$ cat src/assert_macros.svh
// ----------------------------------------------------------------------------
// Assertion macros
// Clocked concurrent assertion helpers shared by the RTL; they compile away
// when SYNTHESIS is defined.
// ----------------------------------------------------------------------------
`ifndef ASSERT_MACROS_SVH
`define ASSERT_MACROS_SVH

`ifndef SYNTHESIS
// Property checked on every rising edge of i_clk, ignored while in reset.
`define ASSERT_CLK(lbl, prop, msg) \
    lbl: assert property (@(posedge i_clk) disable iff (!i_rst_n) (prop)) else $error(msg);
// Antecedent in one cycle implies consequent in the next.
`define ASSERT_NEXT(lbl, pre, post, msg) \
    lbl: assert property (@(posedge i_clk) disable iff (!i_rst_n) (pre) |=> (post)) \
        else $error(msg);
`else
`define ASSERT_CLK(lbl, prop, msg)
`define ASSERT_NEXT(lbl, pre, post, msg)
`endif

`endif

$ cat src/sfc_pkg.sv
// ----------------------------------------------------------------------------
// sfc_pkg
// Types and constants for the system-exclusive template filler.
// ----------------------------------------------------------------------------
`default_nettype none

package sfc_pkg;

    // Default maximum message length.
    localparam int SFC_MAX_LEN = 256;

    // Token kinds carried with each template byte.
    localparam logic [4:0] KIND_KEEP      = 5'd0;
    localparam logic [4:0] KIND_BYTE      = 5'd1;
    localparam logic [4:0] KIND_CHAN      = 5'd2;
    localparam logic [4:0] KIND_CHAN_TAG  = 5'd3;
    localparam logic [4:0] KIND_LSB7      = 5'd4;
    localparam logic [4:0] KIND_MSB7      = 5'd5;
    localparam logic [4:0] KIND_LSB4      = 5'd6;
    localparam logic [4:0] KIND_MSB4      = 5'd7;
    localparam logic [4:0] KIND_COARSE    = 5'd8;
    localparam logic [4:0] KIND_FINE      = 5'd9;
    localparam logic [4:0] KIND_GLOBAL    = 5'd10;
    localparam logic [4:0] KIND_NIBBLE0   = 5'd11;
    localparam logic [4:0] KIND_NIBBLE1   = 5'd12;
    localparam logic [4:0] KIND_NIBBLE2   = 5'd13;
    localparam logic [4:0] KIND_NIBBLE3   = 5'd14;
    localparam logic [4:0] KIND_CSUM_TWOS = 5'd15;
    localparam logic [4:0] KIND_CSUM_ONES = 5'd16;
    localparam logic [4:0] KIND_CSUM_SUM  = 5'd17;
    localparam logic [4:0] KIND_CSUM_XOR  = 5'd18;
    localparam logic [4:0] KIND_XOR_RANGE = 5'd19;

    // Number of global slots.
    localparam int NUM_GLOBALS = 4;

    // Unset value of a global slot (minus one in 9 bits).
    localparam logic [8:0] GLOBAL_UNSET = 9'h1FF;

    // Payload of one accepted input item.
    typedef struct packed {
        logic [4:0]  kind;
        logic [7:0]  template_byte;
        logic [15:0] value;
        logic [4:0]  channel;
        logic [7:0]  aux;
        logic        last;
    } t_item;

endpackage

`default_nettype wire

$ cat src/sfc_ram.sv
// ----------------------------------------------------------------------------
// sfc_ram
// Simple dual-port RAM: one write port, one read port with registered data.
// ----------------------------------------------------------------------------
`default_nettype none

module sfc_ram #(
    parameter int WIDTH = 8,
    parameter int DEPTH = 256
) (
    input  wire                      i_clk,
    input  wire                      i_we,
    input  wire  [$clog2(DEPTH)-1:0] i_waddr,
    input  wire  [WIDTH-1:0]         i_wdata,
    input  wire                      i_re,
    input  wire  [$clog2(DEPTH)-1:0] i_raddr,
    output logic [WIDTH-1:0]         o_rdata
);

    logic [WIDTH-1:0] r_mem [DEPTH];

    // Write port and registered read port.
    always_ff @(posedge i_clk) begin
        if (i_we) begin
            r_mem[i_waddr] <= i_wdata;
        end
        if (i_re) begin
            o_rdata <= r_mem[i_raddr];
        end
    end

endmodule

`default_nettype wire

$ cat src/sysex_template_fill_checksum_unit.sv
// Pipeline: two register stages, the input register and the result register; an item
// moves on into the result register once that register is free to take it.
// Throughput: one item per cycle unless the output stalls; the prefix stores need a
// single read each, issued at acceptance; running sum and XOR update per processed item.
// Reset: synchronous, active low; position, running sum and XOR, valid flags
// and global slots (set to unset) are cleared. The prefix stores need no clearing.
// ----------------------------------------------------------------------------
// sysex_template_fill_checksum_unit
// Fills a system-exclusive template byte by byte from the parameter value,
// channel and global slots, and inserts 7-bit checksums over recent bytes.
// ----------------------------------------------------------------------------
`default_nettype none

`include "assert_macros.svh"

module sysex_template_fill_checksum_unit
    import sfc_pkg::*;
#(
    parameter int MAX_LEN = SFC_MAX_LEN
) (
    input  wire         i_clk,
    input  wire         i_rst_n,
    // Input channel
    input  wire         i_valid,
    output logic        o_stall,
    input  wire  [4:0]  i_kind,
    input  wire  [7:0]  i_template_byte,
    input  wire  [15:0] i_value,
    input  wire  [4:0]  i_channel,
    input  wire  [7:0]  i_aux,
    input  wire         i_last,
    // Output channel
    output logic        o_valid,
    input  wire         i_stall,
    output logic [7:0]  o_out_byte,
    output logic        o_out_last,
    output logic        o_overflow,
    // Configuration port
    input  wire         psel,
    input  wire         penable,
    input  wire         pwrite,
    input  wire  [3:0]  paddr,
    input  wire  [31:0] pwdata,
    output logic [31:0] prdata,
    output logic        pready
);

    localparam int PW = $clog2(MAX_LEN + 1);
    localparam int AW = $clog2(MAX_LEN);
    localparam int CW = (PW > 8) ? PW : 8;

    // Handshake and pipeline control.
    logic acc_in;
    logic advance;
    logic proc;

    // Accept-side position and window start.
    logic [PW-1:0] r_pos_a;
    logic [PW-1:0] n_pos_a;
    logic [CW-1:0] pos_w;
    logic [CW-1:0] aux_w;
    logic [CW-1:0] start_w;
    logic [PW-1:0] start_pos;
    logic          win_zero;
    logic          win_fwd;

    // Input register.
    logic          r_in_valid;
    t_item         r_in;
    logic [PW-1:0] r_pos;
    logic          r_zero;
    logic          r_fwd;

    // Running state.
    logic [7:0] r_sum;
    logic [7:0] r_xor;
    logic [7:0] n_sum;
    logic [7:0] n_xor;
    logic [7:0] r_wsum;
    logic [7:0] r_wxor;
    logic [7:0] r_x1;

    // Prefix store read data.
    logic [7:0] rd_sum;
    logic [7:0] rd_xor;

    // Global slots.
    logic [8:0] r_glob [NUM_GLOBALS];

    // Output register.
    logic       r_out_valid;
    logic [7:0] r_out_byte;
    logic       r_out_last;
    logic       r_ovf;

    // Item processing.
    logic       item_ovf;
    logic [3:0] chan;
    logic [7:0] mem_s;
    logic [7:0] mem_x;
    logic [7:0] win_s;
    logic [7:0] win_x;
    logic [8:0] glob_sel;
    logic [7:0] fill_byte;
    logic [7:0] b;

    // Handshake: the result register frees the input register.
    assign advance = !r_out_valid || !i_stall;
    assign proc    = r_in_valid && advance;
    assign o_stall = r_in_valid && !advance;
    assign acc_in  = i_valid && !o_stall;

    // Window start, clamped to byte zero.
    assign pos_w   = CW'(r_pos_a);
    assign aux_w   = CW'(i_aux);
    assign start_w = pos_w - aux_w;
    always_comb begin
        if (aux_w > pos_w) begin
            start_pos = '0;
        end else begin
            start_pos = start_w[PW-1:0];
        end
    end
    // An empty window, or one at byte zero, sums to zero.
    assign win_zero = (i_aux == 8'd0) || (r_pos_a == '0);
    // The entry written by the item leaving the input register this cycle is
    // not yet in the store, so it is taken from the write data register.
    assign win_fwd  = proc && !win_zero && (start_pos == r_pos);

    // Next position for the following item.
    always_comb begin
        if (i_last) begin
            n_pos_a = '0;
        end else if (r_pos_a >= PW'(MAX_LEN)) begin
            n_pos_a = r_pos_a;
        end else begin
            n_pos_a = r_pos_a + 1'b1;
        end
    end

    // Prefix stores: written as each byte within the maximum length is processed, read at acceptance.
    sfc_ram #(
        .WIDTH (8),
        .DEPTH (MAX_LEN)
    ) u_sum_store (
        .i_clk   (i_clk),
        .i_we    (proc && !item_ovf),
        .i_waddr (r_pos[AW-1:0]),
        .i_wdata (r_sum),
        .i_re    (acc_in),
        .i_raddr (start_pos[AW-1:0]),
        .o_rdata (rd_sum)
    );

    sfc_ram #(
        .WIDTH (8),
        .DEPTH (MAX_LEN)
    ) u_xor_store (
        .i_clk   (i_clk),
        .i_we    (proc && !item_ovf),
        .i_waddr (r_pos[AW-1:0]),
        .i_wdata (r_xor),
        .i_re    (acc_in),
        .i_raddr (start_pos[AW-1:0]),
        .o_rdata (rd_xor)
    );

    // Window sum and XOR.
    assign item_ovf = (r_pos >= PW'(MAX_LEN));
    assign mem_s    = r_fwd ? r_wsum : rd_sum;
    assign mem_x    = r_fwd ? r_wxor : rd_xor;
    assign win_s    = r_zero ? 8'd0 : (r_sum - mem_s);
    assign win_x    = r_zero ? 8'd0 : (r_xor ^ mem_x);

    // Channel, one-based in, clamped to 0..15.
    always_comb begin
        if (r_in.channel == 5'd0) begin
            chan = 4'd0;
        end else if (r_in.channel > 5'd16) begin
            chan = 4'd15;
        end else begin
            chan = 4'(r_in.channel - 5'd1);
        end
    end

    assign glob_sel = r_glob[r_in.aux[1:0]];

    // Field selection by token kind.
    always_comb begin
        case (r_in.kind)
            KIND_BYTE:      fill_byte = r_in.value[7:0];
            KIND_CHAN:      fill_byte = {4'd0, chan};
            KIND_CHAN_TAG:  fill_byte = {1'b0, r_in.aux[2:0], chan};
            KIND_LSB7:      fill_byte = {1'b0, r_in.value[6:0]};
            KIND_MSB7:      fill_byte = {1'b0, r_in.value[13:7]};
            KIND_LSB4:      fill_byte = {4'd0, r_in.value[3:0]};
            KIND_MSB4:      fill_byte = {4'd0, r_in.value[7:4]};
            KIND_COARSE:    fill_byte = r_in.value[8:1];
            KIND_FINE:      fill_byte = {1'b0, r_in.value[0], 6'd0};
            KIND_GLOBAL: begin
                if (r_in.aux < 8'(NUM_GLOBALS) && !glob_sel[8]) begin
                    fill_byte = glob_sel[7:0];
                end else begin
                    fill_byte = r_in.template_byte;
                end
            end
            KIND_NIBBLE0:   fill_byte = {4'd0, r_in.value[3:0]};
            KIND_NIBBLE1:   fill_byte = {4'd0, r_in.value[7:4]};
            KIND_NIBBLE2:   fill_byte = {4'd0, r_in.value[11:8]};
            KIND_NIBBLE3:   fill_byte = {4'd0, r_in.value[15:12]};
            KIND_CSUM_TWOS: fill_byte = {1'b0, 7'(8'd0 - win_s)};
            KIND_CSUM_ONES: fill_byte = {1'b0, ~win_s[6:0]};
            KIND_CSUM_SUM:  fill_byte = {1'b0, win_s[6:0]};
            KIND_CSUM_XOR:  fill_byte = {1'b0, win_x[6:0]};
            KIND_XOR_RANGE: begin
                if (r_pos < PW'(2)) begin
                    fill_byte = r_in.template_byte;
                end else begin
                    fill_byte = r_xor ^ r_x1;
                end
            end
            default:        fill_byte = r_in.template_byte;
        endcase
    end

    // Overlong messages pass the template byte through.
    assign b = item_ovf ? r_in.template_byte : fill_byte;

    // Running sum and XOR after this byte.
    always_comb begin
        if (r_in.last) begin
            n_sum = 8'd0;
            n_xor = 8'd0;
        end else if (item_ovf) begin
            n_sum = r_sum;
            n_xor = r_xor;
        end else begin
            n_sum = r_sum + b;
            n_xor = r_xor ^ b;
        end
    end

    // Control state: position, valid flags, running values and globals.
    always_ff @(posedge i_clk) begin
        if (!i_rst_n) begin
            r_pos_a     <= '0;
            r_in_valid  <= 1'b0;
            r_out_valid <= 1'b0;
            r_sum       <= 8'd0;
            r_xor       <= 8'd0;
            for (int g = 0; g < NUM_GLOBALS; g++) begin
                r_glob[g] <= GLOBAL_UNSET;
            end
        end else begin
            if (acc_in) begin
                r_pos_a <= n_pos_a;
            end
            if (acc_in) begin
                r_in_valid <= 1'b1;
            end else if (proc) begin
                r_in_valid <= 1'b0;
            end
            if (proc) begin
                r_out_valid <= 1'b1;
                r_sum       <= n_sum;
                r_xor       <= n_xor;
            end else if (!i_stall) begin
                r_out_valid <= 1'b0;
            end
            if (psel && penable && pwrite) begin
                r_glob[paddr[3:2]] <= pwdata[8:0];
            end
        end
    end

    // Payload registers.
    always_ff @(posedge i_clk) begin
        if (acc_in) begin
            r_in.kind          <= i_kind;
            r_in.template_byte <= i_template_byte;
            r_in.value         <= i_value;
            r_in.channel       <= i_channel;
            r_in.aux           <= i_aux;
            r_in.last          <= i_last;
            r_pos              <= r_pos_a;
            r_zero             <= win_zero;
            r_fwd              <= win_fwd;
        end
        if (proc) begin
            r_wsum     <= r_sum;
            r_wxor     <= r_xor;
            r_out_byte <= b;
            r_out_last <= r_in.last;
            r_ovf      <= item_ovf;
            if (r_pos == '0) begin
                r_x1 <= b;
            end
        end
    end

    assign o_valid    = r_out_valid;
    assign o_out_byte = r_out_byte;
    assign o_out_last = r_out_last;
    assign o_overflow = r_ovf;

    // Configuration read-back, sign extended.
    assign pready = 1'b1;
    assign prdata = {{23{r_glob[paddr[3:2]][8]}}, r_glob[paddr[3:2]]};

    // Checks on the position and pipeline bookkeeping.
    `ASSERT_CLK(a_pos_bound, r_pos_a <= PW'(MAX_LEN), "position beyond maximum length")
    `ASSERT_NEXT(a_last_restart, acc_in && i_last, r_pos_a == '0, "position not restarted")
    `ASSERT_NEXT(a_ovf_flag, proc && item_ovf, o_valid && o_overflow, "overflow not flagged")
    `ASSERT_CLK(a_fwd_only_busy, !(acc_in && win_fwd) || r_in_valid, "forward without writer")

endmodule

`default_nettype wire

$ cat config.mk
export PLATFORM = sky130hd
export DESIGN_NAME = sysex_template_fill_checksum_unit
export DESIGN_NICKNAME = d
export VERILOG_FILES = /design/src/sfc_pkg.sv /design/src/sfc_ram.sv /design/src/sysex_template_fill_checksum_unit.sv
export VERILOG_INCLUDE_DIRS = /design/src /design/src/src
export SDC_FILE = /design/constraint.sdc
export NUM_CORES = 2
export LEC_CHECK = 0
export ABC_AREA = 1
export BUFFER_PORTS_ARGS = -buffer_cell sky130_fd_sc_hd__buf_2
export CELL_PAD_IN_SITES_DETAIL_PLACEMENT = 1
export CELL_PAD_IN_SITES_GLOBAL_PLACEMENT = 2
export CORE_UTILIZATION = 47
export CTS_CLUSTER_SIZE = 28
export DETAILED_ROUTE_END_ITERATION = 12
export GPL_TIMING_DRIVEN = 0
export PLACE_DENSITY_LB_ADDON = 0.15
export REMOVE_ABC_BUFFERS = 1
export SLEW_MARGIN = 20
export SYNTH_ARGS = -nofsm -noshare
export SYNTH_HDL_FRONTEND = slang
export SYNTH_MEMORY_MAX_BITS = 65536
export SYNTH_SLANG_ARGS = --single-unit
$ cat constraint.sdc
create_clock -name i_clk -period 17.1 [get_ports i_clk]
set_clock_uncertainty 0.1 [all_clocks]
set_input_delay 0.855 -clock i_clk [delete_from_list [all_inputs] [get_ports i_clk]]
set_output_delay 0.855 -clock i_clk [all_outputs]
set_load 0.01 [all_outputs]
==> metrics list <==
- Worst r2r dst: u_xor_store.o_rdata[3]$_DFFE_PP_
* Area of the multi-input gates: 41900 µm²
* Placeable core region: 350000 µm²
- Placement-stage worst setup slack: 7.97 ns
* Hold path startpoint: i_aux[5]
- The critical path is of the primary input to register type.
* Number of placed instances, taps included: 18974
* Commonest cells in the synthesized netlist: sky130_fd_sc_hd__edfxtp_1, sky130_fd_sc_hd__nand3_1, sky130_fd_sc_hd__nand2_1
- CP peak stage delay: 0.58 ns
- Port buffering added 104 buffers.
- Measured in cells, the most critical reg-to-reg path has a length of 26.
- Placement row count: 217
- Final Non-Filler Cells: 19751
- Remaining antenna violation count: 0
- Share of the cycle needed by the critical path after routing: 0.528
- Ports placed on the boundary: 131
* YS warnings: 0
* Vias post-DR: 116445
- Among all flip-flop cells after synthesis, the most frequent one is sky130_fd_sc_hd__edfxtp_1.
- Peak supply drop: 0.0890 mV
- The count of pins over their slew limit was 0.
* Total wirelength of the detailed-routed design: 551 mm
- Number of instances in the synthesized netlist: 14918
* Ratio of cells with drive above 1 in the final layout: 0.0974
* CTS tree: yes
* Most used standard cell by instance count after synthesis: sky130_fd_sc_hd__edfxtp_1
* Worst Hold Path EP: r_in[6]$_DFFE_PP_
- Startpoint types: primary input
- First-pass GRT wire length: 807 mm
- Number of vias per cell: 5.90
* Cell taking the most area after synthesis: sky130_fd_sc_hd__edfxtp_1
- After global routing the overflow that remains totals 0.
- Crit Reg-Reg Startpoint: pos_w[4]$_SDFFE_PN0P_
- For the pin with the worst max-slew slack, the measured transition is 1.21 ns.
* Cell seen most often among critical-path stages: sky130_fd_sc_hd__buf_16
* Class of the tightest hold or removal check: primary input to register
* Reg2reg setup slack: 8.37 ns
* Synthesized area: 166000 µm²
- Crit end category: register
- Number of violations of the max-capacitance limit: 0
- CP top delay family: buffers and inverters
- Smallest setup slack after layout: 8.07 ns
- Latest clock arrival within the worst-skew pair: 0.98 ns
- Headroom to the max-slew limit: 0.189
- Sinks on Clock Net: 3748
- For this run, the total global-route usage over all layers was measured as 0.306.
- Hold Worst Slack: 0.0626 ns
- The first detailed-routing pass took 6 iterations.
- Status: complete, no violations
* Area of the die: 355000 µm²
* Count of buffers added by post-CTS timing repair for setup: 0
* Largest cells by area after synthesis: sky130_fd_sc_hd__edfxtp_1, sky130_fd_sc_hd__nand3_1, sky130_fd_sc_hd__nand2_1
- Proportion of netlist area held by the largest area contributor: 0.675
- At the end of the flow the core is filled with cells to 0.538.
- Post-synth EDFFs: 3720
- Initial antenna violation count: 8
- The sequential cells in the finished layout cover a total of 112000 µm².
- Total CTS buffers: 407
* Fillers: 35863
- HPWL reported at the end of detailed placement: 337 mm
- In the final design database the tool counted 14938 nets.
* Clock transition at the register clock pins on the worst setup and hold paths after CTS: 0.06 ns
- Data on the critical path arrives at its endpoint at 9.73 ns.
* WL/cell: 27.9 µm
* Vias in the first global route: 120894
- Register bit count reported by yosys: 3748
- At the worst endpoint, the required time is 17.80 ns.
- For this design the static power due to leakage is 73.5 nW.
- Static timing analysis puts the maximum clock frequency at 0.111 GHz.
* CTS max path bufs: 4
- Along the worst hold path, the cell count comes to 1.
- Together, buffers and inverters on the worst path number 15.
- Iteration-0 DRC Markers: 10472
- Register area share after synthesis: 0.678
* Die outline height: 595 µm
* Master cell of the clock root buffer: sky130_fd_sc_hd__clkbuf_16
* Synth-to-layout area growth: 13.8%
* Number of gates given a new drive strength after cts: 0
* Maximum fanout along the worst path: 81
* H-tree depth: 5
- Unrepaired setup endpoints after global routing: no
* Critical-path top delay cell: sky130_fd_sc_hd__dlygate4sd3_1
* Min Tclk post-route: 9.03 ns
* Final setup fails: 0
- Die extent in x: 595 µm
* Starting density of the core: 0.473
- In the routed design, unresolved DRC markers number 0.
* Post-synthesis cell type count: 49
- Summing internal, switching and leakage power gives 0.0193 W.
- Dividing total power by cell area gives a power density of 103 nW/µm².
* Mean cell area of the mapped netlist: 11.1 µm²
- Routability-driven placement finished with a final weighted congestion of 0.833.
- Of all flip-flops after synthesis, the portion carrying an async set or reset was 0.
- Entering global routing, the biggest net connects 113 pins.
* Final hold violation count: 0
## final cells by class
cell class | instances | share of cell area
Antenna cell | 5 | 0.0000664
Multi-Input combinational cell | 8192 | 0.222
Clock buffer | 508 | 0.0571
Tap cell | 4599 | 0.0305
Inverter | 1954 | 0.0392
Sequential cell | 3748 | 0.596
Timing Repair Buffer | 522 | 0.0447
Clock inverter | 223 | 0.00999
## state kept, by name (all words and copies together), names as in the netlist, 8 cells and up, named ones only
register / flops
o_out_byte: 8
pos_w: 9
r_glob: 36
r_in: 43
r_pos: 9
r_x1: 8
r_xor: 8
u_sum_store.r_mem: 1792
u_xor_store.r_mem: 1792
## repair_timing
action,in CTS,in global routing
setup endpoints to repair,0,0
hold buffers,41,0
hold endpoints to repair,41,0
## per-stage QoR
| step | setup TNS (ns) | cell area, µm² |
|---|---|---|
| 3_5_place_dp | 0 | 175000 |
| 5_1_grt | 0 | 188000 |
| 3_3_place_gp | -2529.91 | 167000 |
| 4_1_cts | 0 | 188000 |
| 6_report | 0 | 188000 |
| 2_1_floorplan | -724.55 | 161000 |
## cells in the final DEF, fill, tap and decap left out, drive strengths merged, types with 7 or more instances in the layout
master / count
bufinv: 28
inv: 1962
ha: 24
o21ai: 98
buf: 481
a21oi: 63
nor2: 455
nand2: 2572
o2111ai: 117
clkbuf: 508
clkinv: 185
o22ai: 22
nand4: 22
nand3: 3532
mux2i: 7
dfxtp: 28
or2: 136
nor3: 15
dlygate4sd3: 41
o211ai: 36
nand3b: 1042
xor2: 15
edfxtp: 3720
## power by group
group          switching, W  internal, W  total (W)
clock               0.00370      0.00486    0.00856
combinational      0.000497     0.000147   0.000644
sequential        0.0000401       0.0101     0.0101
## worst max path at each step
stage / startpoint / to / slack, ns / depth (start not counted)
5_1_grt: i_aux[7] / u_xor_store.o_rdata[3]$_DFFE_PP_ / 7.89 / 29
4_1_cts: i_aux[7] / u_xor_store.o_rdata[3]$_DFFE_PP_ / 8.47 / 29
3_5_place_dp: i_aux[7] / u_xor_store.o_rdata[3]$_DFFE_PP_ / 7.97 / 28
6_report: i_aux[7] / u_xor_store.o_rdata[3]$_DFFE_PP_ / 8.07 / 29
2_1_floorplan: i_aux[6] / u_xor_store.o_rdata[3]$_DFFE_PP_ / -48.38 / 17
3_3_place_gp: i_aux[6] / u_xor_store.o_rdata[3]$_DFFE_PP_ / -169.17 / 19
## layer usage
| layer | wire [µm] | vias to the layer above | part of all wire | track usage |
|---|---|---|---|---|
| met5 | 0 | - | 0 | 0 |
| met4 | 22400 | 0 | 0.041 | 0.116 |
| met3 | 32700 | 938 | 0.059 | 0.0364 |
| met2 | 266000 | 3803 | 0.48 | 0.510 |
| met1 | 230000 | 60400 | 0.42 | 0.412 |
| li1 | - | 51304 | - | - |
## worst register-to-register path, delay by kind of cell, from the launching register on
| kind | cells | cell delay [ns] |
|---|---|---|
| DFF | 1 | 0.38 |
| adders and majority gates | 1 | 0.38 |
| and+or+nand+nor | 13 | 3.34 |
| buffers and inverters | 12 | 4.38 |
## cells by family after synthesis
family / Yosys count / share of synthesized area
adders and majority gates: 27 / 0.00218
buffers and inverters: 2978 / 0.0741
xor gates and xnor gates: 19 / 0.00101
muxes: 8 / 0.000491
other: 1 / 0.0000227
and+or+nand+nor: 7779 / 0.229
AOI/OAI and AO/OA: 358 / 0.0145
DFF: 3748 / 0.678
No activity file was read; power rests on OpenSTA's default activity.
